<file path="src/design/hsip_pkg.sv">
package hsip_pkg;

   // fixed field widths
   localparam int HASH_W     = 32;
   localparam int MULT_W     = 10;
   localparam int STEP_W     = 9;
   localparam int TSIZE_W    = 10;
   localparam int BYTE_W     = 8;
   localparam int SLOT_OUT_W = 9;
   localparam int COLL_W     = 10;
   localparam int SUM_W      = 18;
   localparam int WORST_W    = 9;
   localparam int CNT_W      = 6;

   localparam int CSR_DATA_W = 10;
   localparam int CSR_ADDR_W = 2;
   localparam int REQ_DATA_W = 8;
   localparam int RSP_DATA_W = 64;

   localparam int TABLE_SLOTS_MAX_DEF = 512;

   localparam logic [MULT_W-1:0]  MULT_RST  = 10'd31;
   localparam logic [STEP_W-1:0]  STEP_RST  = 9'd1;
   localparam logic [TSIZE_W-1:0] TSIZE_RST = 10'd139;

   localparam logic [COLL_W-1:0]  COLL_SAT  = 10'd1023;
   localparam logic [SUM_W-1:0]   SUM_SAT   = 18'd262143;
   localparam logic [WORST_W-1:0] WORST_SAT = 9'd511;

   localparam logic CMD_KEY   = 1'b0;
   localparam logic CMD_CLEAR = 1'b1;

   typedef enum logic [CSR_ADDR_W-1:0] {
      CSR_HASH_MULT  = 2'd0,
      CSR_PROBE_STEP = 2'd1,
      CSR_TABLE_SIZE = 2'd2
   } csr_index_type;

   // one occupancy write
   typedef struct packed {
      logic we;
      logic wdata;
   } occ_wr_type;

endpackage

</file>
<file path="src/design/hash_slot_insert_probe_core.sv">
// Channel  Dir  Handshake                Payload
// req      in   req_tvalid/req_tready    tdata: key_byte; tlast: last_byte; tuser: command
// rsp      out  rsp_tvalid/rsp_tready    tdata: slot, stats, table_full (see port)
// csr      in   csr_we (no wait)         csr_addr: register index; csr_wdata: value
//
// A key byte that is not last is folded into the hash by a multiply-add on accept.
// A last byte runs the hash remainder, then the step remainder, then the probe walk up to
// a free slot or until the table is found full; remainders and probe wraparound
// share one compare-subtract unit, and each probe is a registered RAM read plus a check.
// Reset and the clear command start a clearing pass over TABLE_SLOTS_MAX slots; req_tready
// is low during the pass. A finished result sits in the output register; the probe
// sequencer holds only if the previous result has not yet been taken.
module hash_slot_insert_probe_core #(
   parameter int TABLE_SLOTS_MAX = hsip_pkg::TABLE_SLOTS_MAX_DEF
) (
   input  logic                            clock,
   input  logic                            reset,
   input  logic                            req_tvalid,
   output logic                            req_tready,
   input  logic [hsip_pkg::REQ_DATA_W-1:0] req_tdata,   // [7:0] key_byte
   input  logic                            req_tlast,   // last_byte
   input  logic                            req_tuser,   // command
   output logic                            rsp_tvalid,
   input  logic                            rsp_tready,
   // [8:0] slot_index, [9] first_collided, [18:10] probe_count, [28:19] collision_total,
   // [46:29] compare_total, [55:47] compare_worst, [56] table_full, [63:57] zero
   output logic [hsip_pkg::RSP_DATA_W-1:0] rsp_tdata,
   input  logic                            csr_we,
   input  logic [hsip_pkg::CSR_ADDR_W-1:0] csr_addr,
   input  logic [hsip_pkg::CSR_DATA_W-1:0] csr_wdata
);

   localparam int SW = $clog2(TABLE_SLOTS_MAX);
   localparam int ZW = $clog2(TABLE_SLOTS_MAX) + 1;

   typedef enum logic [2:0] {
      ST_CLEAR,
      ST_IDLE,
      ST_HMOD,
      ST_SMOD,
      ST_PRB_RD,
      ST_PRB_CHK
   } state_type;

   state_type state_ff;

   logic [hsip_pkg::MULT_W-1:0]  mult_ff;
   logic [hsip_pkg::STEP_W-1:0]  step_cfg_ff;
   logic [hsip_pkg::TSIZE_W-1:0] tsize_ff;

   logic [hsip_pkg::HASH_W-1:0]  hash_ff;
   logic [hsip_pkg::HASH_W-1:0]  hash_in;
   logic [hsip_pkg::HASH_W-1:0]  div_ff;
   logic [hsip_pkg::CNT_W-1:0]   cnt_ff;
   logic [ZW-1:0]                rem_ff;
   logic [ZW-1:0]                size_ff;
   logic [ZW-1:0]                size_use;
   logic [ZW-1:0]                pos_ff;
   logic [ZW-1:0]                step_ff;
   logic [ZW-1:0]                k_ff;
   logic                         first_ff;
   logic [SW-1:0]                clr_ptr_ff;

   logic [hsip_pkg::COLL_W-1:0]  coll_ff;
   logic [hsip_pkg::SUM_W-1:0]   sum_ff;
   logic [hsip_pkg::WORST_W-1:0] worst_ff;
   logic [hsip_pkg::COLL_W-1:0]  coll_in;
   logic [hsip_pkg::SUM_W-1:0]   sum_in;
   logic [hsip_pkg::WORST_W-1:0] worst_in;
   logic [hsip_pkg::SUM_W:0]     sum_wide;
   logic [hsip_pkg::WORST_W-1:0] k_sat;

   logic                            rsp_valid_ff;
   logic [hsip_pkg::SLOT_OUT_W-1:0] rsp_slot_ff;
   logic                            rsp_first_ff;
   logic [hsip_pkg::SLOT_OUT_W-1:0] rsp_probes_ff;
   logic [hsip_pkg::COLL_W-1:0]     rsp_coll_ff;
   logic [hsip_pkg::SUM_W-1:0]      rsp_sum_ff;
   logic [hsip_pkg::WORST_W-1:0]    rsp_worst_ff;
   logic                            rsp_full_ff;

   logic                 req_acc;
   logic                 out_free;
   logic                 occ_rdata;
   logic                 collided_now;
   logic                 probe_found;
   logic                 probe_full;
   logic                 probe_done;
   logic [ZW:0]          cs_a;
   logic [ZW-1:0]        cs_r;
   logic [SW-1:0]        occ_waddr;
   hsip_pkg::occ_wr_type occ_wr;

   assign req_tready = (state_ff == ST_IDLE);
   assign req_acc    = req_tvalid && req_tready;
   assign out_free   = !rsp_valid_ff || rsp_tready;

   assign hash_in = hash_ff * hsip_pkg::HASH_W'(mult_ff)
                  + hsip_pkg::HASH_W'(req_tdata[hsip_pkg::BYTE_W-1:0]);

   always_comb begin
      if (tsize_ff < hsip_pkg::TSIZE_W'(2)) begin
         size_use = ZW'(2);
      end else if (32'(tsize_ff) > TABLE_SLOTS_MAX) begin
         size_use = ZW'(TABLE_SLOTS_MAX);
      end else begin
         size_use = ZW'(tsize_ff);
      end
   end

   // shared unit: remainder step while dividing, wraparound while probing
   always_comb begin
      if (state_ff == ST_PRB_CHK) begin
         cs_a = (ZW+1)'(pos_ff) + (ZW+1)'(step_ff);
      end else begin
         cs_a = {rem_ff, div_ff[hsip_pkg::HASH_W-1]};
      end
   end

   hsip_cmpsub #(.ZW(ZW)) u_cmpsub (
      .a(cs_a),
      .b(size_ff),
      .r(cs_r)
   );

   // probe outcome
   assign collided_now = (k_ff == '0) ? occ_rdata : first_ff;
   assign probe_found  = !occ_rdata;
   assign probe_full   = occ_rdata && ((k_ff + ZW'(1)) == size_ff);
   assign probe_done   = (state_ff == ST_PRB_CHK) && (probe_found || probe_full) && out_free;

   // statistics on a successful insert
   assign sum_wide = (hsip_pkg::SUM_W+1)'(sum_ff) + (hsip_pkg::SUM_W+1)'(k_ff);
   assign k_sat    = (32'(k_ff) > 32'(hsip_pkg::WORST_SAT)) ? hsip_pkg::WORST_SAT
                                                             : hsip_pkg::WORST_W'(k_ff);

   always_comb begin
      coll_in = coll_ff;
      if (collided_now && (coll_ff != hsip_pkg::COLL_SAT)) begin
         coll_in = coll_ff + hsip_pkg::COLL_W'(1);
      end
      if (sum_wide > (hsip_pkg::SUM_W+1)'(hsip_pkg::SUM_SAT)) begin
         sum_in = hsip_pkg::SUM_SAT;
      end else begin
         sum_in = sum_wide[hsip_pkg::SUM_W-1:0];
      end
      worst_in = (k_sat >= worst_ff) ? k_sat : worst_ff;
   end

   always_comb begin
      if (state_ff == ST_CLEAR) begin
         occ_wr.we    = 1'b1;
         occ_wr.wdata = 1'b0;
         occ_waddr    = clr_ptr_ff;
      end else begin
         occ_wr.we    = probe_done && probe_found;
         occ_wr.wdata = 1'b1;
         occ_waddr    = pos_ff[SW-1:0];
      end
   end

   hsip_occ_ram #(.SLOTS(TABLE_SLOTS_MAX), .SW(SW)) u_occ_ram (
      .clock(clock),
      .wr(occ_wr),
      .waddr(occ_waddr),
      .raddr(pos_ff[SW-1:0]),
      .rdata(occ_rdata)
   );

   // configuration
   always_ff @(posedge clock) begin
      if (reset) begin
         mult_ff     <= hsip_pkg::MULT_RST;
         step_cfg_ff <= hsip_pkg::STEP_RST;
         tsize_ff    <= hsip_pkg::TSIZE_RST;
      end else if (csr_we) begin
         unique case (csr_addr)
            hsip_pkg::CSR_HASH_MULT:  mult_ff     <= csr_wdata[hsip_pkg::MULT_W-1:0];
            hsip_pkg::CSR_PROBE_STEP: step_cfg_ff <= csr_wdata[hsip_pkg::STEP_W-1:0];
            hsip_pkg::CSR_TABLE_SIZE: tsize_ff    <= csr_wdata[hsip_pkg::TSIZE_W-1:0];
            default: ;
         endcase
      end
   end

   // sequencer
   always_ff @(posedge clock) begin
      if (reset) begin
         state_ff     <= ST_CLEAR;
         clr_ptr_ff   <= '0;
         hash_ff      <= '0;
         coll_ff      <= '0;
         sum_ff       <= '0;
         worst_ff     <= '0;
         rsp_valid_ff <= 1'b0;
      end else begin
         if (probe_done) begin
            rsp_valid_ff <= 1'b1;
         end else if (rsp_tready) begin
            rsp_valid_ff <= 1'b0;
         end
         unique case (state_ff)
            ST_CLEAR: begin
               clr_ptr_ff <= clr_ptr_ff + SW'(1);
               if (clr_ptr_ff == SW'(TABLE_SLOTS_MAX - 1)) begin
                  state_ff <= ST_IDLE;
               end
            end
            ST_IDLE: begin
               if (req_acc) begin
                  if (req_tuser == hsip_pkg::CMD_CLEAR) begin
                     hash_ff    <= '0;
                     coll_ff    <= '0;
                     sum_ff     <= '0;
                     worst_ff   <= '0;
                     clr_ptr_ff <= '0;
                     state_ff   <= ST_CLEAR;
                  end else if (req_tlast) begin
                     hash_ff  <= '0;
                     div_ff   <= hash_in;
                     rem_ff   <= '0;
                     cnt_ff   <= hsip_pkg::CNT_W'(hsip_pkg::HASH_W);
                     size_ff  <= size_use;
                     state_ff <= ST_HMOD;
                  end else begin
                     hash_ff <= hash_in;
                  end
               end
            end
            ST_HMOD: begin
               cnt_ff <= cnt_ff - hsip_pkg::CNT_W'(1);
               if (cnt_ff == hsip_pkg::CNT_W'(1)) begin
                  pos_ff   <= cs_r;
                  rem_ff   <= '0;
                  div_ff   <= {step_cfg_ff, (hsip_pkg::HASH_W - hsip_pkg::STEP_W)'(0)};
                  cnt_ff   <= hsip_pkg::CNT_W'(hsip_pkg::STEP_W);
                  state_ff <= ST_SMOD;
               end else begin
                  rem_ff <= cs_r;
                  div_ff <= div_ff << 1;
               end
            end
            ST_SMOD: begin
               cnt_ff <= cnt_ff - hsip_pkg::CNT_W'(1);
               if (cnt_ff == hsip_pkg::CNT_W'(1)) begin
                  step_ff  <= cs_r;
                  k_ff     <= '0;
                  state_ff <= ST_PRB_RD;
               end else begin
                  rem_ff <= cs_r;
                  div_ff <= div_ff << 1;
               end
            end
            ST_PRB_RD: begin
               state_ff <= ST_PRB_CHK;
            end
            ST_PRB_CHK: begin
               if (k_ff == '0) begin
                  first_ff <= occ_rdata;
               end
               if (probe_done) begin
                  rsp_first_ff <= collided_now;
                  rsp_full_ff  <= probe_full && !probe_found;
                  if (probe_found) begin
                     coll_ff       <= coll_in;
                     sum_ff        <= sum_in;
                     worst_ff      <= worst_in;
                     rsp_slot_ff   <= hsip_pkg::SLOT_OUT_W'(pos_ff);
                     rsp_probes_ff <= k_sat;
                     rsp_coll_ff   <= coll_in;
                     rsp_sum_ff    <= sum_in;
                     rsp_worst_ff  <= worst_in;
                  end else begin
                     rsp_slot_ff   <= '0;
                     rsp_probes_ff <= '0;
                     rsp_coll_ff   <= coll_ff;
                     rsp_sum_ff    <= sum_ff;
                     rsp_worst_ff  <= worst_ff;
                  end
                  state_ff <= ST_IDLE;
               end else if (occ_rdata && !probe_full) begin
                  pos_ff   <= cs_r;
                  k_ff     <= k_ff + ZW'(1);
                  state_ff <= ST_PRB_RD;
               end
            end
            default: state_ff <= ST_IDLE;
         endcase
      end
   end

   assign rsp_tvalid = rsp_valid_ff;
   assign rsp_tdata  = {7'd0, rsp_full_ff, rsp_worst_ff, rsp_sum_ff, rsp_coll_ff,
                        rsp_probes_ff, rsp_first_ff, rsp_slot_ff};

   // a clear request always starts a clearing pass
   a_clear_blocks: assert property (@(posedge clock) disable iff (reset)
      (req_tvalid && req_tready && req_tuser) |=> (state_ff == ST_CLEAR))
      else $error("clear request did not start clearing pass");

   // probe walk stays inside the table
   a_probe_range: assert property (@(posedge clock) disable iff (reset)
      (state_ff == ST_PRB_CHK) |-> ((k_ff < size_ff) && (pos_ff < size_ff)))
      else $error("probe position or count out of range");

   // a full-table result carries no slot and no probes
   a_full_fields: assert property (@(posedge clock) disable iff (reset)
      (rsp_valid_ff && rsp_full_ff) |-> (rsp_first_ff && (rsp_slot_ff == '0)
                                         && (rsp_probes_ff == '0)))
      else $error("table-full result with nonzero fields");

   // a pending result is never overwritten by the sequencer
   a_no_overwrite: assert property (@(posedge clock) disable iff (reset)
      (rsp_valid_ff && !rsp_tready) |-> !probe_done)
      else $error("result overwritten before taken");

endmodule

</file>
<file path="src/design/hsip_cmpsub.sv">
// Shared compare-subtract: r = (a >= b) ? a - b : a, with a < 2*b.
// Serves the restoring remainder steps and the probe wraparound.
module hsip_cmpsub #(
   parameter int ZW = 10
) (
   input  logic [ZW:0]   a,
   input  logic [ZW-1:0] b,
   output logic [ZW-1:0] r
);

   logic [ZW:0] diff;

   assign diff = a - {1'b0, b};
   assign r    = (a >= {1'b0, b}) ? diff[ZW-1:0] : a[ZW-1:0];

endmodule

</file>
<file path="src/design/hsip_occ_ram.sv">
module hsip_occ_ram #(
   parameter int SLOTS = hsip_pkg::TABLE_SLOTS_MAX_DEF,
   parameter int SW    = $clog2(SLOTS)
) (
   input  logic                 clock,
   input  hsip_pkg::occ_wr_type wr,
   input  logic [SW-1:0]        waddr,
   input  logic [SW-1:0]        raddr,
   output logic                 rdata
);

   logic mem [SLOTS];
   logic rdata_ff;

   always_ff @(posedge clock) begin
      if (wr.we) begin
         mem[waddr] <= wr.wdata;
      end
      rdata_ff <= mem[raddr];
   end

   assign rdata = rdata_ff;

endmodule

</file>
<file path="config.mk">
export PLATFORM = sky130hd
export DESIGN_NAME = hash_slot_insert_probe_core
export DESIGN_NICKNAME = d
export VERILOG_FILES = /design/src/design/hsip_pkg.sv /design/src/design/hash_slot_insert_probe_core.sv /design/src/design/hsip_cmpsub.sv /design/src/design/hsip_occ_ram.sv
export SDC_FILE = /design/constraint.sdc
export NUM_CORES = 2
export LEC_CHECK = 0
export ABC_AREA = 1
export BUFFER_PORTS_ARGS = -buffer_cell sky130_fd_sc_hd__buf_4
export CORE_UTILIZATION = 42
export DETAILED_ROUTE_END_ITERATION = 7
export GPL_TIMING_DRIVEN = 0
export PLACE_DENSITY = 0.64
export RECOVER_POWER = 25
export SYNTH_ARGS = -nofsm -noshare
export SYNTH_HDL_FRONTEND = slang
export SYNTH_SLANG_ARGS = --single-unit
</file>
<file path="constraint.sdc">
create_clock -name clock -period 11.3 [get_ports clock]
set_input_delay 2.26 -clock clock [delete_from_list [all_inputs] [get_ports clock]]
set_output_delay 2.26 -clock clock [all_outputs]
set_load 0.05 [all_outputs]
</file>
==> results.tsv <==
stage	metric	value	unit
route	firstDrtPassIters	8	
timing	final-hold-violation-count	0	
synth	synth-seq-cells	770	
route	wl	151	mm
timing	finalSetupTns	0	ns
worst_setup_path	r2r_setup_slack	2.65	ns
synth	ys_warn_count	0	
timing	layout_min_cycle_time	8.65	ns
worst_setup_path	start_kind	flip-flop	
clocking	cts_max_level	3	
clocking	clkLatencyLatePin	0.67	ns
placement	finalWeightedCongestion	0.990	
worst_setup_path	worstReg2RegStart	state_ff[1]	
synth	syn_area_per_cell	9.02	um2
worst_setup_path	critPathCaptureType	flip-flop	
clocking	cts_inserted_buffers	84	
worst_setup_path	worstRegToRegCells	7	
timing	max_freq	0.116	GHz
synth	ys_seq_area_frac	0.491	
layout	final_common_cell	nor2_1	
die	io_pins	93	
synth	muxShareOfSynthArea	0.000223	
worst_setup_path	cp.required	10.99	ns
timing	grt_setup_unrepaired	no	
layout	finalNetCount	5506	
synth	synth_xor_area_frac	0.0129	
synth	synth_top_family_by_area	simple AND/OR/NAND/NOR gates	
power_and_ir_drop	leakagePower	19.4	nW
timing	holdWs	0.462	ns
power_and_ir_drop	ir_drop	0.000193	V
run	cap_viol_max_count	2	
clocking	post_cts_resized	0	
clocking	cts_sinks	770	
worst_hold_path	holdPathStages	1	
clocking	post_cts_buffers	0	
grt	antenna_found_initial	3	
synth	yosys.area_share.adder	0.126	
clocking	cts_root_buf	clkbuf_16	
layout	area_growth	11.4	%
worst_setup_path	criticalPathCategory	flip-flop to flip-flop	
die	die_height	329	um
worst_hold_path	hold_path_class	flip-flop to flip-flop	
grt	grt_pass1_wl	221	mm
route	drcViolationCount	14	
timing	drv_slew	233	
synth	synth_cells	4970	
placement	hpwl	105	mm
synth	syn-cell-area	0.0448	mm2
clocking	cts_tree	done	
layout	fin_cells	6604	
grt	grt-ovfl-total	0	
clocking	clk_path_buf_depth	3	
worst_hold_path	worstHoldStart	clr_ptr_ff[7]	
worst_setup_path	crit_fanout	134	
grt	grt_max_degree	163	
placement	place_inst	6456	
die	dieArea	0.108	mm2
outcome	violations	design-rule violations, max-capacitance violations, max-slew violations	
timing	max-slew-margin-rel	-2.42	
outcome	outcome	finished, violations left	
layout	drive_gt1_frac	0.0614	
timing	clock_skew	0.0377	ns
worst_hold_path	hold_end	clr_ptr_ff[7]	
timing	setup_viol_count_final	0	
timing	tightest_slew	5.13	ns
route	viasPerCell	5.61	
die	die_w	329	um
synth	synth-simple-area-share	0.197	
die	std_cell_rows	119	
clocking	cts_hold_buf	0	
grt	grt_pass1_vias	35541	
clocking	clk_pin_slew_worst_paths	0.06	ns
grt	globalRouteTotalUtil	0.277	
synth	synth_cell_types	56	
route	drtAntennaViolNets	0	
route	vias	37020	
synth	synth_compound_area_frac	0.0900	
synth	synth-edff-count	658	
die	start_util	0.425	
timing	fin_crit_sh	0.766	
worst_setup_path	cp.arrival	8.34	ns
worst_setup_path	r2r_end	u_occ_ram.mem[151]	
layout	mostFrequentLayoutCells	nor2_1 (951), nand2_1 (852), edfxtp_1 (658), inv_1 (589), o21ai_0 (336)	
layout	fillers	10037	
route	drt_iter0_drc	4948	
synth	synth_ff_type	edfxtp_1	
placement	port_buffers	84	
synth	async_reset_ff_frac	0	
power_and_ir_drop	power_density	163	mW/mm2
route	wl_per_cell	22.8	um
die	coreArea	0.106	mm2
[routing by layer]
layer  up-vias  GRT usage  wire length (um)
met5         -          0                 0
met4         0      0.129              7490
met3       390     0.0573             16700
met2      2115      0.427             66300
met1     17901      0.373             60300
li1      16614          -                 -
[cell usage after synthesis (all sizes together), types with 2 or more instances]
| cell type | instances | area, um2 |
|---|---|---|
| buf | 86 | 657 |
| nand2 | 862 | 3310 |
| a32o | 4 | 40.0 |
| o21bai | 12 | 90.1 |
| a22o | 14 | 123 |
| a32oi | 4 | 35.0 |
| and2 | 6 | 37.5 |
| xor2 | 43 | 377 |
| o31ai | 4 | 30.0 |
| a21o | 7 | 52.6 |
| ha | 120 | 1500 |
| o211a | 2 | 20.0 |
| nand3b | 3 | 22.5 |
| inv | 591 | 2220 |
| o211ai | 9 | 67.6 |
| dfxtp | 112 | 2240 |
| o21ai | 341 | 1710 |
| a221oi | 3 | 26.3 |
| xnor2 | 23 | 201 |
| nand4 | 19 | 125 |
| a211oi | 4 | 30.0 |
| fa | 208 | 4160 |
| clkbuf | 220 | 827 |
| nor4 | 6 | 37.5 |
| o22ai | 120 | 751 |
| nor3 | 25 | 125 |
| edfxtp | 658 | 19800 |
| or2 | 17 | 106 |
| nand3 | 279 | 1400 |
| clkinv | 6 | 22.5 |
| a31oi | 7 | 43.8 |
| a22oi | 11 | 82.6 |
| a21oi | 168 | 841 |
| o21a | 8 | 60.1 |
| nor2 | 960 | 3630 |
[stage by stage]
stage	worst slack, ns	cell area (um2)	util	total power [mW]
after detailed placement	4.53	47400	0.449	5.40
after floorplan	5.74	44900	-	4.69
after CTS	4.50	50000	0.474	8.03
after global routing	2.15	50000	0.473	8.32
final	2.65	50000	0.473	8.13
after global placement	3.99	47200	0.447	5.43
[worst max-delay path by stage]
| stage | slack (ns) | start | endpoint |
|---|---|---|---|
| after floorplan | 5.74 | req_tdata[5] | div_ff[20] |
| after global routing | 2.15 | state_ff[1] | u_occ_ram.mem[66] |
| after detailed placement | 4.53 | mult_ff[4] | div_ff[18] |
| after global placement | 3.99 | state_ff[1] | u_occ_ram.mem[266] |
| final | 2.65 | state_ff[1] | u_occ_ram.mem[151] |
| after CTS | 4.50 | mult_ff[4] | div_ff[18] |
[power by group]
| group | switching, mW | total (mW) | leakage, nW | internal [mW] |
|---|---|---|---|---|
| Combinational | 1.44 | 1.79 | 11.2 | 0.345 |
| Sequential | 0.0338 | 3.65 | 6.95 | 3.62 |
| Clock | 1.17 | 2.69 | 1.28 | 1.52 |
[sequential cells by signal, summed over array words and instances, names as in the netlist, 3 cells and up]
register and cells:
step_ff 10, state_ff 3, rsp_slot_ff 9, cnt_ff 6, worst_ff 9, rsp_worst_ff 9, k_ff 10, step_cfg_ff 9
tsize_ff 10, coll_ff 10, pos_ff 10, u_occ_ram.mem 512, rsp_sum_ff 18, hash_ff 32, mult_ff 10, size_ff 10
sum_ff 18, rem_ff 10, rsp_coll_ff 10, div_ff 32, clr_ptr_ff 9, rsp_probes_ff 9
[critical path, cell delays in order (launching register included)]
cell and delay, ns:
dfxtp_1 0.40, nor2_1 0.11, inv_1 0.09, nor2_1 0.10, inv_1 0.24, clkbuf_1 2.65
buf_16 0.34, clkbuf_1 3.59
[cells by family after synthesis]
family	after synthesis
mux	1
other cells	1
flops	770
compound gates	722
simple gates	2179
fa+ha+maj	328
xor+xnor	66
buf+inv	903
[area by class of cell]
type                    instances  area (um2)  area share
diodes                          1        2.50   0.0000501
plain buffers                 306        1470      0.0295
clock buffers                 111        2310      0.0462
clock inverters                36         307     0.00614
inverters                     597        2240      0.0449
multi-input cells            3303       19200       0.384
flip-flops and latches        770       22000       0.440
well taps                    1391        1740      0.0348
repair buffers                 89         726      0.0145
Power figures use the tool's default switching activity.
